`src/rtl/peu_div.sv`:
```
// Pipelined restoring divider, one quotient bit per stage, with a sideband
// tag. Needs in_hi < in_den for a valid quotient. No package dependency.
`timescale 1ns / 1ps
`default_nettype none

module peu_div #(
  parameter int DW = 32,
  parameter int QW = 32,
  parameter int TW = 1
) (
  input  wire logic            clk,
  input  wire logic            rst_n,
  input  wire logic            in_vld,
  input  wire logic [DW-1:0]   in_hi,
  input  wire logic [QW-1:0]   in_lo,
  input  wire logic [DW-1:0]   in_den,
  input  wire logic [TW-1:0]   in_tag,
  output logic                 out_vld,
  output logic [QW-1:0]        out_quo,
  output logic [TW-1:0]        out_tag
);

  logic            vld_r [1:QW];
  logic [DW-1:0]   rem_r [1:QW];
  logic [QW-1:0]   lo_r  [1:QW];
  logic [DW-1:0]   den_r [1:QW];
  logic [TW-1:0]   tag_r [1:QW];

  for (genvar k = 0; k < QW; k++) begin : g_st
    logic            vld_c;
    logic [DW-1:0]   rem_c;
    logic [QW-1:0]   lo_c;
    logic [DW-1:0]   den_c;
    logic [TW-1:0]   tag_c;
    logic [DW:0]     pw;
    logic [DW:0]     dif;
    logic            ge;

    if (k == 0) begin : g_src
      assign vld_c = in_vld;
      assign rem_c = in_hi;
      assign lo_c  = in_lo;
      assign den_c = in_den;
      assign tag_c = in_tag;
    end else begin : g_src
      assign vld_c = vld_r[k];
      assign rem_c = rem_r[k];
      assign lo_c  = lo_r[k];
      assign den_c = den_r[k];
      assign tag_c = tag_r[k];
    end

    assign pw  = {rem_c, lo_c[QW-1]};
    assign dif = pw - {1'b0, den_c};
    assign ge  = (pw >= {1'b0, den_c});

    always_ff @(posedge clk) begin
      if (!rst_n) begin
        vld_r[k+1] <= 1'b0;
      end else begin
        vld_r[k+1] <= vld_c;
      end
    end

    // quotient bits shift in where numerator bits shift out
    always_ff @(posedge clk) begin
      rem_r[k+1] <= ge ? dif[DW-1:0] : pw[DW-1:0];
      lo_r[k+1]  <= {lo_c[QW-2:0], ge};
      den_r[k+1] <= den_c;
      tag_r[k+1] <= tag_c;
    end
  end

  assign out_vld = vld_r[QW];
  assign out_quo = lo_r[QW];
  assign out_tag = tag_r[QW];

endmodule

`default_nettype wire

```
`config.mk`:
```
export PLATFORM = sky130hd
export DESIGN_NAME = peu_div
export DESIGN_NICKNAME = d
export VERILOG_FILES = /design/src/rtl/peu_div.sv
export SDC_FILE = /design/constraint.sdc
export NUM_CORES = 2
export LEC_CHECK = 0
export BUFFER_PORTS_ARGS = -buffer_cell sky130_fd_sc_hd__buf_4
export CAP_MARGIN = 20
export CORE_MARGIN = 4
export CORE_UTILIZATION = 50
export CTS_CLUSTER_DIAMETER = 30
export DETAILED_ROUTE_END_ITERATION = 16
export GPL_TIMING_DRIVEN = 0
export PLACE_DENSITY_LB_ADDON = 0.12
export SLEW_MARGIN = 20
export SYNTH_ARGS = -nofsm -noshare
export SYNTH_HDL_FRONTEND = slang
export SYNTH_SLANG_ARGS = --single-unit
```
`constraint.sdc`:
```
create_clock -name clk -period 5.7 [get_ports clk]
set_clock_uncertainty 0.2 [all_clocks]
set_input_delay 1.425 -clock clk [delete_from_list [all_inputs] [get_ports clk]]
set_output_delay 1.425 -clock clk [all_outputs]
set_load 0.02 [all_outputs]
```
==> reports/qor.yml <==
worst-r2r-cell-count: 14
wire_per_inst_um: 18.5
path_max_fanout: 11
drt_iter0_drc: 6148
vdd_drop_max_mv: 0.571
yosysWarnings: 0
ys_types: 93
post-place-cells: 16100
fin_nets: 14500
io_buffers: 133
globalRoute.totalOverflow: 0
period_minus_slack_ns: 5.17
async_flop_share_pct: 0
cellPowerDensity_nw_per_um2: 722
p_leak_nw: 69.4
numCtsBuffers: 549
status: "finished clean"
holdWs_ns: 0.103
critPathArrivalTime_ns: 5.82
slew_headroom_pct: 18.5
worst_setup_path_start_kind: "flop"
seq_area_frac_synth_pct: 48.8
r2r_slack_ns: 0.53
syn_to_final_growth_pct: 19.5
min_to: "lo_r[0][145]$_DFF_P_"
routed_wirelength_um: 316000
ios: 134
h-tree-depth: 6
synth_seq_cells: 3072
r2r_end: "rem_r[0][285]$_DFF_P_"
core.rowCount: 183
drive_above_1_share_pct: 13.0
post_cts_buffers: 0
synth_top_area_share_pct: 48.8
grt_pass1_vias: 91300
hpwl_um: 245000
hold_start: "lo_r[0][112]$_DFF_P_"
hold_viol: 0
grt_setup_unrepaired: "no"
totalPowerFinal_mw: 109
worstHoldPathCells: 0
tightestPinTransition_ns: 1.21
yosysMostFrequentCell: "dfxtp_1"
synthFlopType: "dfxtp_1"
fin_area_um2: 151000
dpl_cell_area_um2: 131000
synth_edf_count: 0
grt_max_degree: 17
finalSetupViolCount: 0
min_path_type: "reg2reg"
maxSlewViolCount: 0
finalSetupTns_ns: 0
floorplan.initialDensity_pct: 50.5
cts_tree: "yes"
die_area_um2: 260000
place_congestion: 0.956
worstReg2RegStart: "den_r[0][227]$_DFF_P_"
cts.sinks: 3072
drtPass1Iterations: 6
max_freq_mhz: 193
worstSkewPairLatency_ns: 0.99
coreArea_um2: 250000
vias: 91400
synth_top_area_cell: "dfxtp_1"
fin_cells: 17100
timing.final.crit_share_pct: 90.7
synth_area_per_cell_um2: 9.97
syn_inst: 12600
syn_nets: 13800
maxCapViolCount: 0
hold_buffers: 0
cts_resized: 0
required_ns: 6.35
die_h_um: 510
drc: 0
cp-end-kind: "flop"
clkTransAtPathRegs_ns: 0.06
syn-cell-area_um2: 126000
clk_path_buf_depth: 4
track_usage_pct: 23.6
fp.dieW_um: 510
grt_pass1_wl_um: 494000
antenna_found_initial: 5
crit_type: "reg2reg"
final_antenna_net_count: 0
synth_area_leaders: "dfxtp_1, ha_1, mux2_2, inv_1, a21oi_1"
vias_per_cell: 5.34
clockRootBuffer: "clkbuf_16"
synth_common_cells: "dfxtp_1, inv_1, ha_1, a21oi_1, nand2_1"
-- per-layer routing --
metal | GRT usage (%) | vias to the layer above | routed length, µm
li1 | - | 45300 | -
met1 | 32.7 | 43200 | 149000
met2 | 37.7 | 2411 | 141000
met3 | 4.28 | 542 | 17600
met4 | 6.86 | 0 | 8220
met5 | 0 | - | 0
-- sequential cells by signal (all words and copies together) (netlist names) --
signal	flops
lo_r	1024
den_r	992
rem_r	992
tag_r	32
vld_r	32
-- placed cells by master, fill, tap and decap left out, drive strengths merged, types with 32 or more instances in the layout --
cell type / synthesis / layout
dfxtp: 3072 / 3072
inv: 1228 / 1324
ha: 1024 / 1024
clkbuf: 221 / 890
a21oi: 887 / 887
o21ai: 817 / 817
nand2: 816 / 816
mux2: 533 / 533
a21o: 522 / 522
nor2: 518 / 518
xnor2: 480 / 480
xor2: 357 / 357
buf: 77 / 212
nand3: 185 / 185
nand4: 164 / 164
nor2b: 156 / 156
nor3: 146 / 146
nand2b: 143 / 143
clkinv: 0 / 141
o21a: 119 / 119
o21bai: 118 / 118
a31oi: 103 / 103
a211oi: 89 / 89
and3: 85 / 85
and2: 72 / 72
o31ai: 70 / 70
mux2i: 55 / 55
bufinv: 0 / 51
clkinvlp: 0 / 48
o31a: 38 / 38
a211o: 37 / 37
or3: 37 / 37
o211ai: 33 / 33
nor4: 32 / 32
-- through the flow --
stage	worst slack [ns]	utilization, %
6_report	0.529	60.3
5_1_grt	0.405	60.3
4_1_cts	0.707	60.3
3_5_place_dp	0.0470	52.5
3_3_place_gp	0.0552	52.5
2_1_floorplan	1.05	-
-- worst max-delay path by stage --
stage,to,slack (ns),start,cells past startpoint
floorplan,rem_r[0][57]$_DFF_P_,1.05,in_den[8],14
global placement,rem_r[0][60]$_DFF_P_,0.06,in_hi[1],14
detailed placement,rem_r[0][58]$_DFF_P_,0.05,in_hi[1],14
CTS,rem_r[0][280]$_DFF_P_,0.71,den_r[0][227]$_DFF_P_,14
global route,rem_r[0][285]$_DFF_P_,0.41,den_r[0][225]$_DFF_P_,14
finish,rem_r[0][285]$_DFF_P_,0.53,den_r[0][227]$_DFF_P_,14
-- logic make-up after synthesis --
family / after synthesis / share of synthesized area, %
flip-flops: 3072 / 48.8
AND/OR/NAND/NOR: 2446 / 9.29
buffers and inverters: 1526 / 4.66
AO/OA/AOI/OAI: 3112 / 15.5
multiplexers: 588 / 5.20
XOR/XNOR: 837 / 5.82
adder cells (fa/ha/maj): 1055 / 10.7
-- report_power, final --
part / internal [mW] / switching, mW
clock: 21.5 / 11.4
combinational: 19.3 / 24.9
sequential: 28.1 / 3.44
total: 68.9 / 39.8
-- worst max-delay path, cell delays in order, from the launching register on --
cell and delay, ns:
dfxtp_1 0.39, inv_1 0.06, ha_1 0.34, nand3_1 0.12, o21bai_1 0.19, nand4_1 0.13
a31oi_1 0.22, o221a_2 0.36, o31ai_1 0.43, a31oi_1 0.24, o21ai_0 0.30, nand2_1 0.13
a21oi_1 0.90, buf_2 0.60, mux2_2 0.40
-- cell type report --
cell class	count	area, µm²
antenna	8	20.0
buffer	298	1260
clock buffer	669	15100
clock inverter	336	4260
fill	21100	99100
inverter	1228	4610
multi-input combinational	8038	58600
sequential	3072	61500
tap	3330	4170
timing repair buffer	135	1010
No activity file was read; power rests on OpenSTA's default activity.
