===== src/rtl/peu_isqrt.sv =====
// Pipelined integer square root, one result bit per stage, with a sideband
// tag that travels alongside. Standalone, no package dependency.
`timescale 1ns / 1ps
`default_nettype none

module peu_isqrt #(
  parameter int W  = 64,
  parameter int TW = 1
) (
  input  wire logic            clk,
  input  wire logic            rst_n,
  input  wire logic            in_vld,
  input  wire logic [W-1:0]    in_val,
  input  wire logic [TW-1:0]   in_tag,
  output logic                 out_vld,
  output logic [W/2-1:0]       out_root,
  output logic [TW-1:0]        out_tag
);

  localparam int H  = W / 2;
  localparam int RW = H + 2;

  logic            vld_r  [1:H];
  logic [RW-1:0]   rem_r  [1:H];
  logic [H-1:0]    root_r [1:H];
  logic [W-1:0]    rad_r  [1:H];
  logic [TW-1:0]   tag_r  [1:H];

  for (genvar k = 0; k < H; k++) begin : g_st
    logic            vld_c;
    logic [RW-1:0]   rem_c;
    logic [H-1:0]    root_c;
    logic [W-1:0]    rad_c;
    logic [TW-1:0]   tag_c;
    logic [RW-1:0]   rsh;
    logic [RW-1:0]   trial;
    logic            ge;

    if (k == 0) begin : g_src
      assign vld_c  = in_vld;
      assign rem_c  = '0;
      assign root_c = '0;
      assign rad_c  = in_val;
      assign tag_c  = in_tag;
    end else begin : g_src
      assign vld_c  = vld_r[k];
      assign rem_c  = rem_r[k];
      assign root_c = root_r[k];
      assign rad_c  = rad_r[k];
      assign tag_c  = tag_r[k];
    end

    // bring down the next two radicand bits, try root*4+1
    assign rsh   = {rem_c[H-1:0], rad_c[W-1 -: 2]};
    assign trial = {root_c, 2'b01};
    assign ge    = (rsh >= trial);

    always_ff @(posedge clk) begin
      if (!rst_n) begin
        vld_r[k+1] <= 1'b0;
      end else begin
        vld_r[k+1] <= vld_c;
      end
    end

    always_ff @(posedge clk) begin
      rem_r[k+1]  <= ge ? (rsh - trial) : rsh;
      root_r[k+1] <= {root_c[H-2:0], ge};
      rad_r[k+1]  <= rad_c << 2;
      tag_r[k+1]  <= tag_c;
    end
  end

  assign out_vld  = vld_r[H];
  assign out_root = root_r[H];
  assign out_tag  = tag_r[H];

endmodule

`default_nettype wire


===== config.mk =====
export PLATFORM = sky130hd
export DESIGN_NAME = peu_isqrt
export DESIGN_NICKNAME = d
export VERILOG_FILES = /design/src/rtl/peu_isqrt.sv
export SDC_FILE = /design/constraint.sdc
export NUM_CORES = 2
export LEC_CHECK = 0
export ABC_AREA = 0
export BUFFER_PORTS_ARGS = -buffer_cell sky130_fd_sc_hd__buf_4
export CAP_MARGIN = 10
export CORE_MARGIN = 4
export CORE_UTILIZATION = 35
export DETAILED_ROUTE_END_ITERATION = 6
export PLACE_DENSITY = 0.59
export SYNTH_ARGS = -nofsm -noshare
export SYNTH_HDL_FRONTEND = slang
export SYNTH_MEMORY_MAX_BITS = 65536
export SYNTH_SLANG_ARGS = --single-unit

===== constraint.sdc =====
create_clock -name clk -period 7.7 [get_ports clk]
set_clock_uncertainty 0.15 [all_clocks]
set_input_delay 0.77 -clock clk [delete_from_list [all_inputs] [get_ports clk]]
set_output_delay 0.77 -clock clk [all_outputs]
set_load 0.005 [all_outputs]

==> results.py <==
metrics = {
    "critical_path": {
        "worst-setup-path-type": "reg2reg",
        "path_cells": "inv_1 > ha_1 > nor2b_1 > o31ai_1 > a211oi_1 > nor3_1 > o41ai_1 > nor3_1 > nor2_4 > buf_4 > mux2_2",
        "crit_required_ns": 8.28,
        "startpoint_type": "register",
        "crit_buf_inv": 2,
        "setup.worst_path.end_class": "register",
        "path_common_cell": "nor3_1",
        "cp_slowest_cell": "o41ai_1",
        "cp_top_family": "compound AO/OA/AOI/OAI gates",
        "cp_max_fo": 30,
        "cp.arrival_ns": 5.09,
        "critPathMaxStageDelay_ns": 0.87,
    },
    "die": {
        "io_pins": 102,
        "start_util_pct": 35.3,
        "dieArea_um2": 271000,
        "core.rowCount": 187,
        "floorplan.die.width_um": 521,
        "core_um2": 261000,
        "fp.dieH_um": 521,
    },
    "final_layout": {
        "fin_nets": 9920,
        "final_util_pct": 41.0,
        "stdcell_area_um2": 107000,
        "area_delta_synth_final_pct": 16.0,
        "drive_above_1_share_pct": 8.08,
    },
    "synthesis": {
        "synth_edf_count": 0,
        "yosys.area.top_type_share_pct": 55.0,
        "synth_warnings": 0,
        "synth-seq-area-share_pct": 55.0,
        "syn_inst": 8995,
        "ys_seq_elements": 2529,
        "syn_nets": 9624,
        "synth_area_per_cell_um2": 10.2,
        "syn-cell-area_um2": 92000,
        "synth_ff_type": "dfxtp_1",
        "synth.cells.most_frequent": "2,529 x dfxtp_1, 726 x inv_1, 597 x a21oi_1, 580 x nor2_1, 561 x ha_1",
        "ys_types": 90,
        "yosysMostFrequentCell": "dfxtp_1",
        "synth_largest_area_cell": "dfxtp_1",
        "synth-async-reset-ratio_pct": 0,
        "synthTopCellsByArea": "dfxtp_1 55%, ha_1 7.6%, xnor2_1 4.0%",
    },
    "global_route": {
        "grt_usage_pct": 14.3,
        "overflow": 0,
        "antenna_found_initial": 4,
        "grt_max_degree": 53,
        "grt_pass1_wl_mm": 322,
        "grt_pass1_vias": 62100,
    },
    "sta": {
        "setup_viol": 0,
        "slew-limit-headroom_pct": 24.6,
        "max_freq_mhz": 222,
        "rsz0062_at_grt": "false",
        "period_needed_ns": 4.51,
        "final_max_slew_viol_count": 0,
        "tightest_slew_ns": 1.13,
        "fin_setup_tns_ns": 0,
        "post-route-period-util_pct": 58.6,
        "final_hold_viol_count": 0,
    },
    "drt": {
        "drtPass1Iterations": 7,
        "routedWlPerCell_um": 15.4,
        "drt-initial-drc-count": 3515,
        "vias": 62200,
        "drc": 3,
        "wirelength_mm": 201,
        "drt-vias-per-instance": 4.78,
        "antenna_left": 0,
    },
    "run_status": {
        "status": "finished, violations left",
        "violations": "DRC",
    },
    "pwr": {
        "ir_drop_uv": 222,
        "p_leak_uw": 0.0495,
        "powerDensity_nw_per_um2": 339,
    },
    "clock_tree": {
        "cts.sinks": 2529,
        "clkSlewWorstSetupHoldPaths_ns": 0.06,
        "cts_root_buf": "clkbuf_16",
        "cts_buffer_depth": 4,
        "ctsHtreeMaxLevel": 5,
        "cts_tree": "done",
        "cts_setup_buffers": 0,
        "clkLatencyLatePin_ns": 0.88,
        "cts_buffers": 272,
    },
    "run": {
        "cap_viol_max_count": 0,
    },
    "placed_design": {
        "placed_cell_area_um2": 96700,
        "dpl.hpwl_mm": 152,
        "io_buffer_count": 101,
        "place_congestion": 0.906,
    },
    "min_path": {
        "min_path_type": "reg2reg",
    },
}
path summary, 6_finish.rpt:
kind,cells past startpoint,startpoint,slack (ns),endpoint
setup reg to reg,11,root_r[13][32],3.19,rem_r[0][961]
hold reg to reg,0,rad_r[0][1164],0.13,rad_r[0][1228]
hold / removal,0,rad_r[0][1164],0.13,rad_r[0][1228]
setup / recovery,11,root_r[13][32],3.19,rem_r[0][961]
kinds of logic (layout without fill, tap and decap cells):
kind of cell	count (synthesis)	after routing	share of synthesized area (%)
AOI/OAI and AO/OA	1776	1776	12.0
adders and majority gates	561	561	7.63
muxes	126	126	1.54
buffers and inverters	903	1400	3.73
xor gates and xnor gates	784	784	7.46
and+or+nand+nor	2315	2315	12.6
DFF	2529	2529	55.0
other	1	4	0.00408
where the power goes:
group          internal, uW  switching (uW)  total [uW]  leakage, uW
Combinational          2780            3270        6050       0.0237
Sequential            15200            1630       16900       0.0212
Clock                  8070            5200       13300      0.00459
Total                 26100           10100       36200       0.0495
metrics by stage:
| step | instances | setup slack [ns] | hold WS (ns) | power, uW |
|---|---|---|---|---|
| finish | 13000 | 3.19 | 0.131 | 36200 |
| detailed placement | 12400 | 3.23 | 0.162 | 23200 |
| global route | 13000 | 2.75 | 0.128 | 38200 |
| floorplan | 8995 | 4.37 | 0.160 | 21300 |
| global placement | 12400 | 3.28 | 0.159 | 23100 |
| CTS | 13000 | 3.17 | 0.0703 | 36700 |
cells in the final DEF (no fill, tap or decap), types with 227 or more instances in the layout:
cell	n
dfxtp_1	2529
inv_1	726
a21oi_1	595
nor2_1	577
ha_1	561
nand2_1	529
xnor2_1	423
o21ai_0	388
xor2_1	361
clkbuf_16	279
a21o_1	227
nor3_1	227
routing by layer:
metal / global-route usage [%] / vias up / routed length [um]
li1: - / 31400 / -
met1: 17.3 / 29100 / 87000
met2: 25.2 / 1221 / 97000
met3: 2.35 / 454 / 8530
met4: 5.94 / 4 / 8060
met5: 0 / - / 27
flip-flops by register name, indices dropped and copies added (netlist names):
signal  cells
vld_r      32
rad_r     992
tag_r      32
root_r    528
rem_r     945
layout make-up:
type / count / area, um^2
fillers: 25100 / 154000
flip-flops and latches: 2529 / 50600
multi-input cells: 5563 / 38000
clock buffers: 374 / 7900
well taps: 3496 / 4370
inverters: 730 / 2740
repair buffers: 195 / 1650
clock inverters: 101 / 1440
diodes: 3 / 7.51
worst register-to-register path, stage by stage, from the launching register on:
cell and delay [ns]:
dfxtp_1 0.33, inv_1 0.05, ha_1 0.34, nor2b_1 0.24, o31ai_1 0.14, a211oi_1 0.47
nor3_1 0.19, o41ai_1 0.87, nor3_1 0.26, nor2_4 0.60, buf_4 0.39, mux2_2 0.37
what timing repair did:
item                       in CTS  in global routing
setup endpoints to repair       0                  0
hold buffers                   67                  0
resized for setup               0                  0
hold endpoints to repair       67                  0
Power figures use the tool's default switching activity.
